**src/hw/rtl/rgba_pixel_blend_assert.svh**
```systemverilog
// Assertion macros for the RGBA pixel blend block.
// Used by rgba_pixel_blend.sv; expects clk_i and rst_ni in scope.
`ifndef RGBA_PIXEL_BLEND_ASSERT_SVH
`define RGBA_PIXEL_BLEND_ASSERT_SVH

// Property checked at every clock edge outside reset.
`define RPB_ASSERT(lbl, prop) \
  lbl: assert property (@(posedge clk_i) disable iff (!rst_ni) prop) \
    else $error("rgba_pixel_blend: assertion failed");

// Consequent must hold in the cycle after the antecedent.
`define RPB_ASSERT_NEXT(lbl, ante, cons) \
  lbl: assert property (@(posedge clk_i) disable iff (!rst_ni) (ante) |=> (cons)) \
    else $error("rgba_pixel_blend: assertion failed");

`endif

```
**src/hw/rtl/rpb_pkg.sv**
```systemverilog
// Shared types and constants for the RGBA pixel blend block.
// No dependencies; used by every rpb_* module and the top level.
package rpb_pkg;

  localparam int unsigned DimW          = 13;
  localparam int unsigned PosW          = 16;
  localparam int unsigned ChanW         = 8;
  localparam int unsigned WeightW       = 9;
  localparam int unsigned ProdW         = 16;
  localparam int unsigned IdxW          = 24;
  localparam int unsigned CfgIdxW       = 3;
  localparam int unsigned CfgDataW      = 13;
  localparam int unsigned InDataW       = 96;
  localparam int unsigned OutDataW      = 64;
  localparam int unsigned NumChan       = 3;
  localparam int unsigned DefaultMaxDim = 4096;

  localparam logic [WeightW-1:0] WeightOne = 9'd256;
  localparam logic [ChanW-1:0]   ChanMax   = 8'd255;

  typedef enum logic [2:0] {
    MODE_NORMAL   = 3'd0,
    MODE_ADD      = 3'd1,
    MODE_SUB      = 3'd2,
    MODE_RSUB     = 3'd3,
    MODE_MODULATE = 3'd4
  } mode_e;

  typedef enum logic [CfgIdxW-1:0] {
    CFG_WIDTH   = 3'd0,
    CFG_HEIGHT  = 3'd1,
    CFG_MODE    = 3'd2,
    CFG_WEIGHT  = 3'd3,
    CFG_USE_SA  = 3'd4
  } cfg_reg_e;

  typedef enum logic [1:0] {
    OUT_WRITTEN = 2'd0,
    OUT_OOB     = 2'd1,
    OUT_SKIPPED = 2'd2
  } outcome_e;

  // Effective settings, already clamped to their legal ranges.
  typedef struct packed {
    logic [DimW-1:0]    width;
    logic [DimW-1:0]    height;
    mode_e              mode;
    logic [WeightW-1:0] weight;
    logic               use_sa;
  } cfg_t;

  typedef struct packed {
    logic [ProdW-1:0] sw;   // source times weight
    logic [ProdW-1:0] dw;   // destination times (one minus weight)
    logic [ProdW-1:0] sd;   // source times destination
    logic [ChanW-1:0] src;
    logic [ChanW-1:0] dst;
  } chan_prod_t;

  typedef struct packed {
    logic                          oob;
    logic [ChanW-1:0]              alpha;
    mode_e                         mode;
    chan_prod_t [NumChan-1:0]      ch;
    logic [ChanW-1:0]              dst_alpha;
    logic [DimW-1:0]               x;
    logic [IdxW-1:0]               yw;
  } s1_t;

  typedef struct packed {
    outcome_e                      outcome;
    logic                          opaque;
    logic [IdxW-1:0]               idx;
    logic [NumChan-1:0][ChanW-1:0] src;
    logic [NumChan-1:0][ChanW-1:0] mix;
    logic [ChanW-1:0]              alpha;
  } s2_t;

  // Result word, lowest field last so the index sits in the low bits.
  typedef struct packed {
    outcome_e         outcome;
    logic [ChanW-1:0] alpha;
    logic [ChanW-1:0] blue;
    logic [ChanW-1:0] green;
    logic [ChanW-1:0] red;
    logic [IdxW-1:0]  idx;
  } result_t;

endpackage

```
**src/hw/rtl/rgba_pixel_blend.sv**
```systemverilog
// RGBA pixel blend, top level: one word in, one blended pixel word out. A word
// passes three register stages (products, blend, final select) and is presented
// on the output from the final select register; a new word can be taken every
// cycle, so throughput is one pixel per clock as long as the downstream side
// keeps tready high. Each stage holds its word while the stage after it is full
// and stalled, so backpressure ripples up to s_axis_tready without dropping or
// repeating words. Configuration must be written only while no word is in
// flight.
// Depends on rpb_pkg, rpb_cfg, rpb_prod, rpb_mix and rgba_pixel_blend_assert.svh.
`include "rgba_pixel_blend_assert.svh"

module rgba_pixel_blend #(
  parameter int unsigned MAX_DIM = rpb_pkg::DefaultMaxDim
) (
  input  logic                          clk_i,
  input  logic                          rst_ni,
  input  logic                          cfg_we_i,
  input  logic [rpb_pkg::CfgIdxW-1:0]   cfg_idx_i,
  input  logic [rpb_pkg::CfgDataW-1:0]  cfg_data_i,
  input  logic                          s_axis_tvalid,
  output logic                          s_axis_tready,
  // x_pos, y_pos, src_red, src_green, src_blue, src_alpha,
  // dst_red, dst_green, dst_blue, dst_alpha
  input  logic [rpb_pkg::InDataW-1:0]   s_axis_tdata,
  output logic                          m_axis_tvalid,
  input  logic                          m_axis_tready,
  // pixel_index, out_red, out_green, out_blue, out_alpha, outcome, zero pad
  output logic [rpb_pkg::OutDataW-1:0]  m_axis_tdata
);

  rpb_pkg::cfg_t    cfg;
  rpb_pkg::s1_t     s1;
  rpb_pkg::s2_t     s2;
  rpb_pkg::result_t res_d, res_q;
  logic             s1_valid, s2_valid, m_valid_q;
  logic             en1, en2, en3;
  logic             res_written, res_blank;

  assign en3 = !m_valid_q || m_axis_tready;
  assign en2 = !s2_valid || en3;
  assign en1 = !s1_valid || en2;
  assign s_axis_tready = en1;

  rpb_cfg #(
    .MAX_DIM (MAX_DIM)
  ) u_cfg (
    .clk_i      (clk_i),
    .rst_ni     (rst_ni),
    .cfg_we_i   (cfg_we_i),
    .cfg_idx_i  (cfg_idx_i),
    .cfg_data_i (cfg_data_i),
    .cfg_o      (cfg)
  );

  rpb_prod u_prod (
    .clk_i   (clk_i),
    .rst_ni  (rst_ni),
    .en_i    (en1),
    .valid_i (s_axis_tvalid),
    .data_i  (s_axis_tdata),
    .cfg_i   (cfg),
    .valid_o (s1_valid),
    .s1_o    (s1)
  );

  rpb_mix u_mix (
    .clk_i   (clk_i),
    .rst_ni  (rst_ni),
    .en_i    (en2),
    .valid_i (s1_valid),
    .s1_i    (s1),
    .valid_o (s2_valid),
    .s2_o    (s2)
  );

  // An opaque source in normal mode replaces the pixel; skipped and out-of-bounds words carry zeros.
  always_comb begin
    res_d.outcome = s2.outcome;
    if (s2.outcome != rpb_pkg::OUT_WRITTEN) begin
      res_d.idx   = '0;
      res_d.red   = '0;
      res_d.green = '0;
      res_d.blue  = '0;
      res_d.alpha = '0;
    end else if (s2.opaque) begin
      res_d.idx   = s2.idx;
      res_d.red   = s2.src[0];
      res_d.green = s2.src[1];
      res_d.blue  = s2.src[2];
      res_d.alpha = rpb_pkg::ChanMax;
    end else begin
      res_d.idx   = s2.idx;
      res_d.red   = s2.mix[0];
      res_d.green = s2.mix[1];
      res_d.blue  = s2.mix[2];
      res_d.alpha = s2.alpha;
    end
  end

  always_ff @(posedge clk_i or negedge rst_ni) begin
    if (!rst_ni) begin
      m_valid_q <= 1'b0;
    end else if (en3) begin
      m_valid_q <= s2_valid;
    end
  end

  always_ff @(posedge clk_i) begin
    if (en3) begin
      res_q <= res_d;
    end
  end

  assign m_axis_tvalid = m_valid_q;
  assign m_axis_tdata  = {{(rpb_pkg::OutDataW - $bits(rpb_pkg::result_t)){1'b0}}, res_q};

  assign res_written = (res_q.outcome == rpb_pkg::OUT_WRITTEN);
  assign res_blank   = (res_q.idx == '0) && (res_q.red == '0) && (res_q.green == '0)
                     && (res_q.blue == '0) && (res_q.alpha == '0);

  `RPB_ASSERT(a_stall_only_when_full, !s_axis_tready |-> (s1_valid && s2_valid && m_valid_q))
  `RPB_ASSERT(a_unwritten_is_zero, (m_valid_q && !res_written) |-> res_blank)
  `RPB_ASSERT(a_written_has_alpha, (m_valid_q && res_written) |-> (res_q.alpha != '0))
  `RPB_ASSERT_NEXT(a_mix_holds_on_stall, s2_valid && !en3, s2_valid && $stable(s2))

endmodule

```
**src/hw/rtl/rpb_cfg.sv**
```systemverilog
// Configuration registers of the RGBA pixel blend block with range clamping.
// Depends on rpb_pkg.
module rpb_cfg #(
  parameter int unsigned MAX_DIM = rpb_pkg::DefaultMaxDim
) (
  input  logic                         clk_i,
  input  logic                         rst_ni,
  input  logic                         cfg_we_i,
  input  logic [rpb_pkg::CfgIdxW-1:0]  cfg_idx_i,
  input  logic [rpb_pkg::CfgDataW-1:0] cfg_data_i,
  output rpb_pkg::cfg_t                cfg_o
);

  logic [rpb_pkg::DimW-1:0]    width_q, width_d;
  logic [rpb_pkg::DimW-1:0]    height_q, height_d;
  logic [2:0]                  mode_q, mode_d;
  logic [rpb_pkg::WeightW-1:0] weight_q, weight_d;
  logic                        use_sa_q, use_sa_d;

  always_comb begin
    width_d  = width_q;
    height_d = height_q;
    mode_d   = mode_q;
    weight_d = weight_q;
    use_sa_d = use_sa_q;
    if (cfg_we_i) begin
      unique case (rpb_pkg::cfg_reg_e'(cfg_idx_i))
        rpb_pkg::CFG_WIDTH:  width_d  = cfg_data_i[rpb_pkg::DimW-1:0];
        rpb_pkg::CFG_HEIGHT: height_d = cfg_data_i[rpb_pkg::DimW-1:0];
        rpb_pkg::CFG_MODE:   mode_d   = cfg_data_i[2:0];
        rpb_pkg::CFG_WEIGHT: weight_d = cfg_data_i[rpb_pkg::WeightW-1:0];
        rpb_pkg::CFG_USE_SA: use_sa_d = cfg_data_i[0];
        default: ;
      endcase
    end
  end

  always_ff @(posedge clk_i or negedge rst_ni) begin
    if (!rst_ni) begin
      width_q  <= '0;
      height_q <= '0;
      mode_q   <= rpb_pkg::MODE_NORMAL;
      weight_q <= rpb_pkg::WeightOne;
      use_sa_q <= 1'b1;
    end else begin
      width_q  <= width_d;
      height_q <= height_d;
      mode_q   <= mode_d;
      weight_q <= weight_d;
      use_sa_q <= use_sa_d;
    end
  end

  // Sizes above the supported maximum act as the maximum, weights above 256 as 256; unknown modes as normal.
  always_comb begin
    cfg_o.width  = (32'(width_q) > MAX_DIM) ? rpb_pkg::DimW'(MAX_DIM) : width_q;
    cfg_o.height = (32'(height_q) > MAX_DIM) ? rpb_pkg::DimW'(MAX_DIM) : height_q;
    cfg_o.weight = (weight_q > rpb_pkg::WeightOne) ? rpb_pkg::WeightOne : weight_q;
    cfg_o.use_sa = use_sa_q;
    unique case (mode_q)
      rpb_pkg::MODE_ADD:      cfg_o.mode = rpb_pkg::MODE_ADD;
      rpb_pkg::MODE_SUB:      cfg_o.mode = rpb_pkg::MODE_SUB;
      rpb_pkg::MODE_RSUB:     cfg_o.mode = rpb_pkg::MODE_RSUB;
      rpb_pkg::MODE_MODULATE: cfg_o.mode = rpb_pkg::MODE_MODULATE;
      default:                cfg_o.mode = rpb_pkg::MODE_NORMAL;
    endcase
  end

endmodule

```
**src/hw/rtl/rpb_prod.sv**
```systemverilog
// First pipeline stage: bounds check, effective alpha and all channel products.
// Depends on rpb_pkg.
module rpb_prod (
  input  logic                        clk_i,
  input  logic                        rst_ni,
  input  logic                        en_i,
  input  logic                        valid_i,
  input  logic [rpb_pkg::InDataW-1:0] data_i,
  input  rpb_pkg::cfg_t               cfg_i,
  output logic                        valid_o,
  output rpb_pkg::s1_t                s1_o
);

  logic                         valid_q;
  rpb_pkg::s1_t                 s1_q, s1_d;
  logic [rpb_pkg::PosW-1:0]     x_raw, y_raw;
  logic [rpb_pkg::ChanW-1:0]    sa_raw, dst_alpha, alpha_src;
  logic [rpb_pkg::WeightW-1:0]  inv_w;
  logic [rpb_pkg::ProdW-1:0]    alpha_prod;
  logic [2*rpb_pkg::DimW-1:0]   yw_full;
  logic [rpb_pkg::ChanW-1:0]    s_ch, d_ch;

  assign x_raw     = data_i[15:0];
  assign y_raw     = data_i[31:16];
  assign sa_raw    = data_i[63:56];
  assign dst_alpha = data_i[95:88];
  assign inv_w     = rpb_pkg::WeightOne - cfg_i.weight;
  assign alpha_src = cfg_i.use_sa ? sa_raw : rpb_pkg::ChanMax;
  assign alpha_prod = {8'd0, alpha_src} * {7'd0, cfg_i.weight};
  // Only in-bounds rows reach the index, and those fit the dimension width.
  assign yw_full   = {{rpb_pkg::DimW{1'b0}}, y_raw[rpb_pkg::DimW-1:0]}
                   * {{rpb_pkg::DimW{1'b0}}, cfg_i.width};

  always_comb begin
    s1_d.oob = x_raw[rpb_pkg::PosW-1] | y_raw[rpb_pkg::PosW-1]
             | (x_raw >= {3'd0, cfg_i.width}) | (y_raw >= {3'd0, cfg_i.height});
    s1_d.alpha     = alpha_prod[15:8];
    s1_d.mode      = cfg_i.mode;
    s1_d.dst_alpha = dst_alpha;
    s1_d.x         = x_raw[rpb_pkg::DimW-1:0];
    s1_d.yw        = yw_full[rpb_pkg::IdxW-1:0];
    for (int i = 0; i < rpb_pkg::NumChan; i++) begin
      s_ch = data_i[32 + 8*i +: 8];
      d_ch = data_i[64 + 8*i +: 8];
      s1_d.ch[i].src = s_ch;
      s1_d.ch[i].dst = d_ch;
      s1_d.ch[i].sw  = {8'd0, s_ch} * {7'd0, cfg_i.weight};
      s1_d.ch[i].dw  = {8'd0, d_ch} * {7'd0, inv_w};
      s1_d.ch[i].sd  = {8'd0, s_ch} * {8'd0, d_ch};
    end
  end

  always_ff @(posedge clk_i or negedge rst_ni) begin
    if (!rst_ni) begin
      valid_q <= 1'b0;
    end else if (en_i) begin
      valid_q <= valid_i;
    end
  end

  always_ff @(posedge clk_i) begin
    if (en_i) begin
      s1_q <= s1_d;
    end
  end

  assign valid_o = valid_q;
  assign s1_o    = s1_q;

endmodule

```
**src/hw/rtl/rpb_mix.sv**
```systemverilog
// Second pipeline stage: per-mode channel blend, alpha sum, index and outcome.
// Depends on rpb_pkg.
module rpb_mix (
  input  logic         clk_i,
  input  logic         rst_ni,
  input  logic         en_i,
  input  logic         valid_i,
  input  rpb_pkg::s1_t s1_i,
  output logic         valid_o,
  output rpb_pkg::s2_t s2_o
);

  logic                      valid_q;
  rpb_pkg::s2_t              s2_q, s2_d;
  logic [rpb_pkg::ChanW-1:0] sw8, d8, sub_v, rsub_v;
  logic [rpb_pkg::ChanW:0]   add9, alpha9;
  logic [rpb_pkg::ProdW:0]   mod17, nrm17;

  always_comb begin
    s2_d.idx = s1_i.yw + {{(rpb_pkg::IdxW - rpb_pkg::DimW){1'b0}}, s1_i.x};
    alpha9   = {1'b0, s1_i.dst_alpha} + {1'b0, s1_i.alpha};
    s2_d.alpha  = alpha9[8] ? rpb_pkg::ChanMax : alpha9[7:0];
    s2_d.opaque = (s1_i.alpha == rpb_pkg::ChanMax) && (s1_i.mode == rpb_pkg::MODE_NORMAL);
    if (s1_i.oob) begin
      s2_d.outcome = rpb_pkg::OUT_OOB;
    end else if (s1_i.alpha == '0) begin
      s2_d.outcome = rpb_pkg::OUT_SKIPPED;
    end else begin
      s2_d.outcome = rpb_pkg::OUT_WRITTEN;
    end
    for (int i = 0; i < rpb_pkg::NumChan; i++) begin
      sw8    = s1_i.ch[i].sw[15:8];
      d8     = s1_i.ch[i].dst;
      add9   = {1'b0, d8} + {1'b0, sw8};
      sub_v  = (d8 > sw8) ? d8 - sw8 : '0;
      rsub_v = (sw8 > d8) ? sw8 - d8 : '0;
      // Exact divide by 255 for any product of two 8-bit channels.
      mod17  = {1'b0, s1_i.ch[i].sd} + 17'd1 + {9'd0, s1_i.ch[i].sd[15:8]};
      nrm17  = {1'b0, s1_i.ch[i].dw} + {1'b0, s1_i.ch[i].sw};
      s2_d.src[i] = s1_i.ch[i].src;
      case (s1_i.mode)
        rpb_pkg::MODE_ADD:      s2_d.mix[i] = add9[8] ? rpb_pkg::ChanMax : add9[7:0];
        rpb_pkg::MODE_SUB:      s2_d.mix[i] = sub_v;
        rpb_pkg::MODE_RSUB:     s2_d.mix[i] = rsub_v;
        rpb_pkg::MODE_MODULATE: s2_d.mix[i] = mod17[15:8];
        default:                s2_d.mix[i] = nrm17[16] ? rpb_pkg::ChanMax : nrm17[15:8];
      endcase
    end
  end

  always_ff @(posedge clk_i or negedge rst_ni) begin
    if (!rst_ni) begin
      valid_q <= 1'b0;
    end else if (en_i) begin
      valid_q <= valid_i;
    end
  end

  always_ff @(posedge clk_i) begin
    if (en_i) begin
      s2_q <= s2_d;
    end
  end

  assign valid_o = valid_q;
  assign s2_o    = s2_q;

endmodule

```
**config.mk**
```make
export PLATFORM = sky130hd
export DESIGN_NAME = rgba_pixel_blend
export DESIGN_NICKNAME = d
export VERILOG_FILES = /design/src/hw/rtl/rpb_pkg.sv /design/src/hw/rtl/rgba_pixel_blend.sv /design/src/hw/rtl/rpb_cfg.sv /design/src/hw/rtl/rpb_prod.sv /design/src/hw/rtl/rpb_mix.sv
export VERILOG_INCLUDE_DIRS = /design/src /design/src/hw/rtl
export SDC_FILE = /design/constraint.sdc
export NUM_CORES = 2
export LEC_CHECK = 0
export BUFFER_PORTS_ARGS = -buffer_cell sky130_fd_sc_hd__buf_2
export CAP_MARGIN = 20
export CORE_ASPECT_RATIO = 1.1
export CORE_MARGIN = 5
export CORE_UTILIZATION = 59
export CTS_BUF_LIST = sky130_fd_sc_hd__clkbuf_8
export CTS_CLUSTER_SIZE = 30
export DETAILED_ROUTE_END_ITERATION = 6
export MAX_ROUTING_LAYER = met4
export PLACE_DENSITY_LB_ADDON = 0.12
export SYNTH_ARGS = -nofsm -noshare
export SYNTH_HDL_FRONTEND = slang
export SYNTH_SLANG_ARGS = --single-unit
```
**constraint.sdc**
```tcl
create_clock -name clk_i -period 10.6 [get_ports clk_i]
set_input_delay 0 -clock clk_i [delete_from_list [all_inputs] [get_ports clk_i]]
set_output_delay 0 -clock clk_i [all_outputs]
set_load 0.02 [all_outputs]
```
==> results.toml <==
[status]
run_status = "completed"

[clocking]
clk_pin_slew_ns = 0.07
cts_max_level = 3
cts.sinks = 432
cts_buffers = 78
cts_tree = "yes"
post_cts_buffers = 0
insertion_delay_ns = 0.71
clockBufferDepth = 3
root_buffer = "clkbuf_8"
ctsResizeCount = 0

[power]
p_per_area_nw_per_um2 = 338
ir_drop_uv = 358
leakagePower_nw = 25.4

[grt]
first_global_vias = 36522
track_usage = 0.274
overflow = 0
grt_pass1_wl_mm = 189
antenna_found_initial = 4
grt_max_degree = 166

[routing]
wl_per_cell_um = 18.6
finalWirelength_mm = 115
drt-vias-per-instance = 5.55
drtIter0Drc = 1824
antenna_left = 0
vias = 34313
drc = 0
drt_pass1_iterations = 6

[floorplan]
ios = 183
die_area_um2 = 88000
fp.dieH_um = 311
placementRows = 110
core_area_um2 = 81600
die_width_um = 283
start_util = 0.594

[critical_path]
critPathLaunchType = "flip-flop"
worstPathArrival_ns = 6.97
cp_max_fo = 47
worstSetupPathType = "reg -> reg"
r2r-end = "u_prod.s1_o[220]$_DFFE_PP_"
r2r_slack_ns = 4.09
cp_data_required_time_ns = 11.05
endpoint_kind = "flip-flop"
rr_startpoint = "u_cfg.weight_q[8]$_DFFE_PN1P_"
reg2reg_depth = 19

[placement]
placed_cell_area_um2 = 50300
portBuffers = 176
place_hpwl_mm = 85.5
globalplace.congestion = 0.921

[yosys]
ys_ff_latch = 432
synthFlopType = "edfxtp_1"
postSynthAreaPerCell_um2 = 10.1
yosys_warnings = 0
yosysUniqueCellTypes = 89
synth-seq-area-share = 0.263
synth-edff-count = 390
syn-cell-area_um2 = 48500
netlist_instances = 4816
async_reset_ff_frac = 0.0972

[final_layout]
layout_commonest_cell = "inv_1"
nNetsFinal = 6289
final_util = 0.652
layout_common_cells = "inv_1 (776), ha_1 (598), fa_1 (525), and2_1 (501), nand2_1 (464)"
area_delta_synth_final_pct = 9.73
multi_input_area_um2 = 32300
final_area_um2 = 53200
regArea_um2 = 12800
nFillCells = 6601
drive_above_1_share = 0.0829

[timing]
rsz0062_at_grt = "false"
timing.fmax_mhz = 154
worst_pin_slew_ns = 1.15
fin_crit_sh = 0.614
finalHoldViolCount = 0
finalSetupViolCount = 0
tns_ns = 0
whs_ns = 0.0600
final.min_clock_period_ns = 6.51
skew_ns = 0.0312
relSlewSlack = 0.230
slew_violations = 0

[flow_run]
cap_viol_max_count = 0

[worst_hold_path]
hold_depth = 2
hp-start = "s_axis_tdata[0]"
min_to = "u_prod.s1_o[24]$_DFFE_PP_"
hp-class = "in -> reg"
==> cell families after synthesis <==
family,synth area share
simple gates,0.154
fa+ha+maj,0.371
buf+inv,0.0732
compound gates,0.0810
flops,0.263
xor+xnor,0.0434
mux,0.0142
other cells,0.0000774
==> critical path, cell delays in order, from the launching register on <==
cell,delay (ns)
dfstp_2,0.38
buf_4,0.30
nor2b_2,0.16
buf_4,0.36
inv_1,0.21
ha_1,0.29
xnor2_2,0.91
nand2_1,0.19
fa_1,0.55
fa_1,0.50
inv_1,0.05
fa_1,0.49
fa_1,0.41
ha_1,0.33
inv_1,0.09
o21bai_1,0.10
a31o_2,0.27
a41o_1,0.25
o41ai_1,0.30
xnor2_1,0.10
==> through the flow <==
stage	power, mW	instances	setup slack (ns)
after global routing	20.0	6178	3.67
after detailed placement	16.2	5915	4.08
after floorplan	13.4	4821	0.0605
after global placement	16.0	5914	4.24
after CTS	18.1	6177	4.09
final	18.0	6182	4.09
==> cells in the mapped netlist, types with 9 or more instances <==
cell type  count  area (um^2)
edfxtp_1     390        11700
a21oi_1      150          751
a211oi_1      24          180
and2_1       501         3130
o21bai_1      27          203
a31o_2        11         96.3
a221oi_1      14          123
nor4_1        10         62.6
or3_1         16          100
a21o_1        54          405
a31oi_1        9         56.3
o22ai_1       13         81.3
nor3_1        57          285
clkbuf_1     146          548
mux2_2        37          417
nor2b_1       78          488
and3_1        14         87.6
xnor2_1      181         1590
fa_1         525        10500
nand2_1      464         1740
inv_1        758         2850
nand4_1       11         68.8
xor2_1        59          517
nand2b_1      38          238
o211ai_1      17          128
o21ai_0       77          385
nor2_1       203          762
buf_2         14         70.1
mux2i_1       27          270
nand3_1       43          215
dfrtp_1       40         1000
o21a_1        26          195
ha_1         598         7480
a41oi_1       10         87.6
==> state kept, by name, indices dropped and copies added, names as in the netlist <==
| signal | cells |
|---|---|
| m_axis_tdata | 58 |
| m_axis_tvalid | 1 |
| u_cfg.height_q | 13 |
| u_cfg.mode_q | 3 |
| u_cfg.use_sa_q | 1 |
| u_cfg.weight_q | 9 |
| u_cfg.width_q | 13 |
| u_mix.s2_o | 83 |
| u_mix.valid_o | 1 |
| u_prod.s1_o | 249 |
| u_prod.valid_o | 1 |
==> power by group <==
part	total [mW]	leakage (nW)	switching (mW)	internal, mW
Clock	1.67	0.905	0.769	0.904
Sequential	3.43	4.56	0.345	3.08
Combinational	12.9	20.0	7.21	5.67
Total	18.0	25.4	8.32	9.65
==> repair_timing <==
item	in CTS	in global routing
setup endpoints to repair	0	0
endpoints found under the hold margin	175	0
hold buffers	118	0
==> per-layer routing <==
metal,routed length (um),global-route usage
met1,48000,0.334
met2,55700,0.456
met3,6230,0.0466
met5,0,-
met4,5280,0.116
==> how the worst max path moves through the flow <==
stage	startpoint	end	depth (start not counted)
2_1_floorplan	m_axis_tvalid$_DFFE_PN0P_	u_prod.s1_o[0]$_DFFE_PP_	1
3_3_place_gp	u_cfg.weight_q[8]$_DFFE_PN1P_	u_prod.s1_o[220]$_DFFE_PP_	19
3_5_place_dp	u_cfg.weight_q[8]$_DFFE_PN1P_	u_prod.s1_o[220]$_DFFE_PP_	19
4_1_cts	u_cfg.weight_q[8]$_DFFE_PN1P_	u_prod.s1_o[220]$_DFFE_PP_	19
5_1_grt	u_cfg.width_q[12]$_DFFE_PN0P_	u_prod.s1_o[23]$_DFFE_PP_	19
6_report	u_cfg.weight_q[8]$_DFFE_PN1P_	u_prod.s1_o[220]$_DFFE_PP_	19
==> cell type report <==
cell class | instances | share of cell area
clock buffer | 81 | 0.0210
inverter | 759 | 0.0536
timing repair buffer | 322 | 0.0431
sequential | 432 | 0.240
clock inverter | 63 | 0.0100
tap | 1064 | 0.0250
antenna | 5 | 0.000235
multi-input combinational | 3456 | 0.607
Note: power is estimated with default switching activity, not from simulation.
